<file path="config.mk">
export PLATFORM = sky130hd
export DESIGN_NAME = sas_useq
export DESIGN_NICKNAME = d
export VERILOG_FILES = /design/src/rtl/sas_pkg.sv /design/src/rtl/sas_useq.sv
export SDC_FILE = /design/constraint.sdc
export NUM_CORES = 1
export LEC_CHECK = 0
export BUFFER_PORTS_ARGS = -buffer_cell sky130_fd_sc_hd__buf_2
export CAP_MARGIN = 20
export CORE_MARGIN = 1.5
export CORE_UTILIZATION = 35
export CTS_CLUSTER_DIAMETER = 80
export DETAILED_ROUTE_END_ITERATION = 6
export GPL_ROUTABILITY_DRIVEN = 0
export GPL_TIMING_DRIVEN = 0
export PLACE_DENSITY_LB_ADDON = 0.25
export SYNTH_ARGS = -nofsm -noshare
export SYNTH_HDL_FRONTEND = slang
export SYNTH_SLANG_ARGS = --single-unit
</file>
<file path="constraint.sdc">
create_clock -name clk -period 7.8 [get_ports clk]
set_input_delay 0.39 -clock clk [delete_from_list [all_inputs] [get_ports clk]]
set_output_delay 0.39 -clock clk [all_outputs]
set_load 0.01 [all_outputs]
</file>
<file path="src/rtl/sas_pkg.sv">
// ----------------------------------------------------------------------------
// sas_pkg
// commands, microcode word layout, control program and dispatch table of the
// sorted array search
// ----------------------------------------------------------------------------
package sas_pkg;

  // command codes of the input transaction
  localparam logic [1:0] CMD_LOAD   = 2'd0;
  localparam logic [1:0] CMD_LINEAR = 2'd1;
  localparam logic [1:0] CMD_BINARY = 2'd2;

  // program addresses
  typedef logic [4:0] step_t;

  localparam step_t ST_IDLE     = 5'd0;
  localparam step_t ST_LOAD     = 5'd1;
  localparam step_t ST_S_INIT   = 5'd2;
  localparam step_t ST_S_RDKEY  = 5'd3;
  localparam step_t ST_S_KEY    = 5'd4;
  localparam step_t ST_S_RDPREV = 5'd5;
  localparam step_t ST_S_CMP    = 5'd6;
  localparam step_t ST_S_SHIFT  = 5'd7;
  localparam step_t ST_S_PLACE  = 5'd8;
  localparam step_t ST_S_END    = 5'd9;
  localparam step_t ST_L_INIT   = 5'd10;
  localparam step_t ST_L_RD     = 5'd11;
  localparam step_t ST_L_CMP    = 5'd12;
  localparam step_t ST_L_STEP   = 5'd13;
  localparam step_t ST_MISS     = 5'd14;
  localparam step_t ST_B_INIT   = 5'd15;
  localparam step_t ST_B_MID    = 5'd16;
  localparam step_t ST_B_CMP    = 5'd17;
  localparam step_t ST_B_NARROW = 5'd18;
  localparam step_t ST_B_HIT    = 5'd19;
  localparam step_t ST_L_HIT    = 5'd20;
  localparam step_t ST_REPLY    = 5'd21;

  // branch conditions
  typedef enum logic [3:0] {
    C_NEVER,
    C_ALWAYS,
    C_ACCEPT,
    C_LAST,
    C_CNT_LE1,
    C_GT,
    C_EQ,
    C_J_ONE,
    C_I_MORE,
    C_IN_RANGE,
    C_OUT_FREE
  } cond_t;

  // memory read address source
  typedef enum logic [1:0] {
    RD_I,
    RD_JM1,
    RD_MID
  } rd_sel_t;

  // datapath operation of one step
  typedef enum logic [3:0] {
    OP_NONE,
    OP_LOAD,
    OP_SORT_INIT,
    OP_KEY,
    OP_SHIFT,
    OP_PLACE,
    OP_CLOSE,
    OP_LIN_INIT,
    OP_DEC_J,
    OP_BIN_INIT,
    OP_MID,
    OP_NARROW,
    OP_HIT_J,
    OP_HIT_MID,
    OP_MISS,
    OP_REPLY
  } dp_op_t;

  // one control word
  typedef struct packed {
    cond_t   cond;
    logic    inv;
    logic    hold;
    logic    disp;
    logic    take;
    rd_sel_t rd;
    dp_op_t  op;
    step_t   target;
  } ctrl_t;

  // status from the datapath to the sequencer
  typedef struct packed {
    logic  accept;
    logic  last;
    logic  cnt_le1;
    logic  gt;
    logic  eq;
    logic  j_one;
    logic  i_more;
    logic  in_range;
    logic  out_free;
    step_t disp_step;
  } flags_t;

  function automatic ctrl_t mk(cond_t cond, logic inv, logic hold, rd_sel_t rd,
                               dp_op_t op, step_t target);
    ctrl_t w;
    w.cond   = cond;
    w.inv    = inv;
    w.hold   = hold;
    w.disp   = 1'b0;
    w.take   = 1'b0;
    w.rd     = rd;
    w.op     = op;
    w.target = target;
    return w;
  endfunction

  // control program
  function automatic ctrl_t ucode_rom(step_t step);
    ctrl_t w;
    w = mk(C_ALWAYS, 1'b0, 1'b0, RD_I, OP_NONE, ST_IDLE);
    case (step)
      ST_IDLE: begin
        w = mk(C_ACCEPT, 1'b0, 1'b1, RD_I, OP_NONE, ST_IDLE);
        w.disp = 1'b1;
        w.take = 1'b1;
      end
      ST_LOAD:     w = mk(C_LAST,     1'b1, 1'b0, RD_I,   OP_LOAD,      ST_IDLE);
      ST_S_INIT:   w = mk(C_CNT_LE1,  1'b0, 1'b0, RD_I,   OP_SORT_INIT, ST_S_END);
      ST_S_RDKEY:  w = mk(C_NEVER,    1'b0, 1'b0, RD_I,   OP_NONE,      ST_IDLE);
      ST_S_KEY:    w = mk(C_NEVER,    1'b0, 1'b0, RD_I,   OP_KEY,       ST_IDLE);
      ST_S_RDPREV: w = mk(C_NEVER,    1'b0, 1'b0, RD_JM1, OP_NONE,      ST_IDLE);
      ST_S_CMP:    w = mk(C_GT,       1'b1, 1'b0, RD_JM1, OP_NONE,      ST_S_PLACE);
      ST_S_SHIFT:  w = mk(C_J_ONE,    1'b1, 1'b0, RD_JM1, OP_SHIFT,     ST_S_RDPREV);
      ST_S_PLACE:  w = mk(C_I_MORE,   1'b0, 1'b0, RD_I,   OP_PLACE,     ST_S_RDKEY);
      ST_S_END:    w = mk(C_ALWAYS,   1'b0, 1'b0, RD_I,   OP_CLOSE,     ST_IDLE);
      ST_L_INIT:   w = mk(C_NEVER,    1'b0, 1'b0, RD_JM1, OP_LIN_INIT,  ST_IDLE);
      ST_L_RD:     w = mk(C_NEVER,    1'b0, 1'b0, RD_JM1, OP_NONE,      ST_IDLE);
      ST_L_CMP:    w = mk(C_EQ,       1'b0, 1'b0, RD_JM1, OP_NONE,      ST_L_HIT);
      ST_L_STEP:   w = mk(C_J_ONE,    1'b1, 1'b0, RD_JM1, OP_DEC_J,     ST_L_RD);
      ST_MISS:     w = mk(C_ALWAYS,   1'b0, 1'b0, RD_I,   OP_MISS,      ST_REPLY);
      ST_B_INIT:   w = mk(C_NEVER,    1'b0, 1'b0, RD_MID, OP_BIN_INIT,  ST_IDLE);
      ST_B_MID:    w = mk(C_IN_RANGE, 1'b1, 1'b0, RD_MID, OP_MID,       ST_MISS);
      ST_B_CMP:    w = mk(C_EQ,       1'b0, 1'b0, RD_MID, OP_NONE,      ST_B_HIT);
      ST_B_NARROW: w = mk(C_ALWAYS,   1'b0, 1'b0, RD_MID, OP_NARROW,    ST_B_MID);
      ST_B_HIT:    w = mk(C_ALWAYS,   1'b0, 1'b0, RD_I,   OP_HIT_MID,   ST_REPLY);
      ST_L_HIT:    w = mk(C_NEVER,    1'b0, 1'b0, RD_I,   OP_HIT_J,     ST_IDLE);
      ST_REPLY:    w = mk(C_OUT_FREE, 1'b0, 1'b1, RD_I,   OP_REPLY,     ST_IDLE);
      default:     w = mk(C_ALWAYS,   1'b0, 1'b0, RD_I,   OP_NONE,      ST_IDLE);
    endcase
    return w;
  endfunction

  // entry point for an accepted command
  function automatic step_t dispatch(logic [1:0] cmd, logic query_ok);
    step_t s;
    case (cmd)
      CMD_LOAD:   s = ST_LOAD;
      CMD_LINEAR: s = query_ok ? ST_L_INIT : ST_MISS;
      CMD_BINARY: s = query_ok ? ST_B_INIT : ST_MISS;
      default:    s = ST_IDLE;
    endcase
    return s;
  endfunction

endpackage

</file>
<file path="src/rtl/sas_useq.sv">
// ----------------------------------------------------------------------------
// sas_useq
// step counter and control store of the sorted array search sequencer
// ----------------------------------------------------------------------------
module sas_useq (
  input  logic            clk,
  input  logic            rst_n,
  input  sas_pkg::flags_t flags,
  output sas_pkg::ctrl_t  ctrl
);
  import sas_pkg::*;

  step_t step_r;
  step_t step_nxt;
  logic  cond_hit;
  logic  jump;

  // control word of the current step
  assign ctrl = ucode_rom(step_r);

  // condition select and next step
  always_comb begin
    case (ctrl.cond)
      C_NEVER:    cond_hit = 1'b0;
      C_ALWAYS:   cond_hit = 1'b1;
      C_ACCEPT:   cond_hit = flags.accept;
      C_LAST:     cond_hit = flags.last;
      C_CNT_LE1:  cond_hit = flags.cnt_le1;
      C_GT:       cond_hit = flags.gt;
      C_EQ:       cond_hit = flags.eq;
      C_J_ONE:    cond_hit = flags.j_one;
      C_I_MORE:   cond_hit = flags.i_more;
      C_IN_RANGE: cond_hit = flags.in_range;
      C_OUT_FREE: cond_hit = flags.out_free;
      default:    cond_hit = 1'b0;
    endcase
    jump = cond_hit ^ ctrl.inv;
    if (jump) begin
      step_nxt = ctrl.disp ? flags.disp_step : ctrl.target;
    end else if (ctrl.hold) begin
      step_nxt = step_r;
    end else begin
      step_nxt = step_r + step_t'(1);
    end
  end

  // step counter
  always_ff @(posedge clk) begin
    if (!rst_n) begin
      step_r <= ST_IDLE;
    end else begin
      step_r <= step_nxt;
    end
  end

endmodule

</file>
==> flow_metrics.tcl <==
set metrics [dict create \
    seq_power_share 0.238 \
    drive_above_1_share 0.2603 \
    internal-power_mw 0.4308 \
    synth_cells 181 \
    cts_tree "yes" \
    ant_nets 0 \
    path_clk_slew_ps 90 \
    hp-class "input pin to flip-flop" \
    vdd_drop_max_uv 190.5 \
    clkPwrFrac 0.095 \
    fp-row-count 24 \
    critical_path_class "flip-flop to flip-flop" \
    grt_max_degree 14 \
    die_h_um 70.22 \
    port_buffers 34 \
    syn-num-nets 207 \
    fmax_ghz 0.3033 \
    clk_latency_ps 270 \
    numCtsBuffers 3 \
    die-area_um2 4931 \
    drtIter0Drc 119 \
    hold_viol 0 \
    reg2reg_depth 10 \
    r2r_setup_slack_ps 4500 \
    clkSinkCount 23 \
    placed_area_um2 1817 \
    whs_path_depth 3 \
    ys_ff_latch 23 \
    syn_to_final_growth_pct 17.80 \
    antenna-diode-count 0 \
    place_hpwl_um 2773 \
    fin_hold_ws_ps 428.3 \
    grt_antenna_before_repair 0 \
    status "finished, final reports clean" \
    nNetsFinal 246 \
    totalPowerFinal_mw 0.8212 \
    arrival_ps 3460 \
    tightest_slew_ps 708.1 \
    drc 0 \
    grt_pass1_vias 1349 \
    leakage_nw 0.8828 \
    async_flop_share 0 \
    final_util 0.4279 \
    num_io_pins 35 \
    endpoint "ctrl[5]" \
    wl_per_cell_um 13.93 \
    root_buffer "clkbuf_8" \
    worstPathMaxFanout 9 \
    place_inst 267 \
    cp-end-kind "flip-flop" \
    layout_min_cycle_time_ps 3297 \
    htreeDepth 1 \
    ctsLongestPathBuffers 2 \
    syn_area_um2 1582 \
    synth_edf_count 0 \
    vias_per_cell 5.314 \
    worst_r2r_endpoint "ctrl[5]" \
    finalClockSkew_ps 3.077 \
    tns_ps 0 \
    fin_crit_sh 0.4227 \
    initial_core_util 0.3632 \
    cts_hold_buf 0 \
    synthFlopType "dfxtp_1" \
    worst_slack_ps 4503 \
    n_fill_cell 443 \
    pwr-share-comb 0.667 \
    cts_resized 0 \
    grt_usage 0.1625 \
    maxSlewViolCount 0 \
    worstPathRequired_ps 7960 \
    setup_viol 0 \
    cp-start-kind "flip-flop" \
    yosysSeqAreaShare 0.2911 \
    power_switching_mw 0.3904 \
    rsz0062_at_grt "no" \
    powerDensity_nw_per_um2 440.8 \
    avgSynthCellArea_um2 8.738 \
    gr-total-overflow 0 \
    grt_pass1_wl_um 6327 \
    swShare 0.4754 \
    routed_wl_um 3776 \
    instances_no_fill 271 \
    drv_cap 0 \
    dp_worst_setup_slack_ps 4472 \
    num_vias 1440 \
    design_area_um2 1863 \
    die_width_um 70.22 \
    dr.pass1.iters 4 \
    crit_start "ctrl[17]" \
    post_cts_buffers 0 \
    core_um2 4354 \
    yosys.cell_types.count 48 \
    ys_warn_count 0 \
    r2r_start "ctrl[17]" \
    relSlewSlack 0.5244 \
]
registers in the layout (all words and copies together), names as in the netlist:
| register | cells |
|---|---|
| ctrl | 18 |
| step_r | 5 |
cells by family after synthesis:
kind of cell | Yosys count | synth area share
multiplexers | 21 | 0.1408
buffers and inverters | 16 | 0.06249
AO/OA/AOI/OAI | 38 | 0.1709
adder cells (fa/ha/maj) | 10 | 0.07911
XOR/XNOR | 6 | 0.03323
AND/OR/NAND/NOR | 67 | 0.2223
flip-flops | 23 | 0.2911
cells in the mapped netlist (4+ instances only):
cell	instances	area, µm²
ha_1	10	125.1
dfxtp_1	23	460.4
nand3b_1	4	30.03
nand3_1	4	20.02
nor2_1	23	86.33
nand2_1	18	67.56
o2bb2ai_1	4	35.03
a21oi_1	6	30.03
mux2i_1	20	200.2
critical path, stage by stage, from the launching register on:
cell	delay (ps)
dfxtp_1	450
mux2i_1	220
o32ai_1	140
nor4_4	670
xnor2_1	260
mux2i_4	440
nand2_4	160
ha_1	310
and3_1	180
o21ai_0	240
a2bb2oi_1	100
metal layers:
layer,track usage,share of wire
met5,0,0
met4,0.07265,0.017
met3,0.02597,0.053
met2,0.2453,0.45
met1,0.2269,0.48
final cells by class:
cell class | count | area, µm² | area share
plain buffers | 9 | 66.31 | 0.03559
clock buffers | 3 | 41.29 | 0.02216
clock inverters | 1 | 5.005 | 0.002686
inverters | 7 | 32.53 | 0.01746
multi-input cells | 142 | 1022 | 0.5487
flip-flops and latches | 23 | 460.4 | 0.2471
well taps | 52 | 65.06 | 0.03492
repair buffers | 34 | 170.2 | 0.09134
power by group through the flow:
stage | combinational (mW) | clock, mW | sequential (mW)
3_3_place_gp | 0.546 | 0 | 0.198
4_1_cts | 0.546 | 0.0799 | 0.196
2_1_floorplan | 0.395 | 0 | 0.210
3_5_place_dp | 0.543 | 0 | 0.199
6_report | 0.548 | 0.0780 | 0.195
5_1_grt | 0.600 | 0.0837 | 0.203
cells in the final DEF (no fill, tap or decap), types with 2 or more instances in the layout:
| cell type | count |
|---|---|
| and2_1 | 3 |
| o22ai_1 | 3 |
| o211ai_1 | 3 |
| buf_2 | 36 |
| a21oi_1 | 6 |
| clkinv_2 | 2 |
| o21ai_0 | 2 |
| inv_1 | 3 |
| nand4b_1 | 2 |
| ha_1 | 10 |
| dfxtp_1 | 23 |
| o2bb2ai_1 | 4 |
| o221ai_1 | 3 |
| mux2i_1 | 20 |
| inv_2 | 2 |
| xnor2_1 | 3 |
| nand3b_1 | 4 |
| nand2_1 | 18 |
| xor2_1 | 3 |
| nand2b_1 | 2 |
| nand3_1 | 4 |
| a21o_1 | 2 |
| clkbuf_8 | 3 |
| buf_6 | 3 |
| o21ai_1 | 3 |
| a22oi_1 | 2 |
| buf_4 | 2 |
| nor2b_1 | 2 |
| and3_1 | 2 |
| o32ai_1 | 2 |
| nor2_1 | 23 |
| a2bb2oi_1 | 2 |
worst min-delay path by stage:
stage	startpoint	to	slack, ps
finish	rst_n	step_r[1]	430
CTS	rst_n	step_r[1]	430
floorplan	rst_n	step_r[1]	530
global placement	ctrl[0]	step_r[0]	660
global route	rst_n	step_r[1]	470
detailed placement	ctrl[0]	step_r[0]	670
Power figures use the tool's default switching activity.
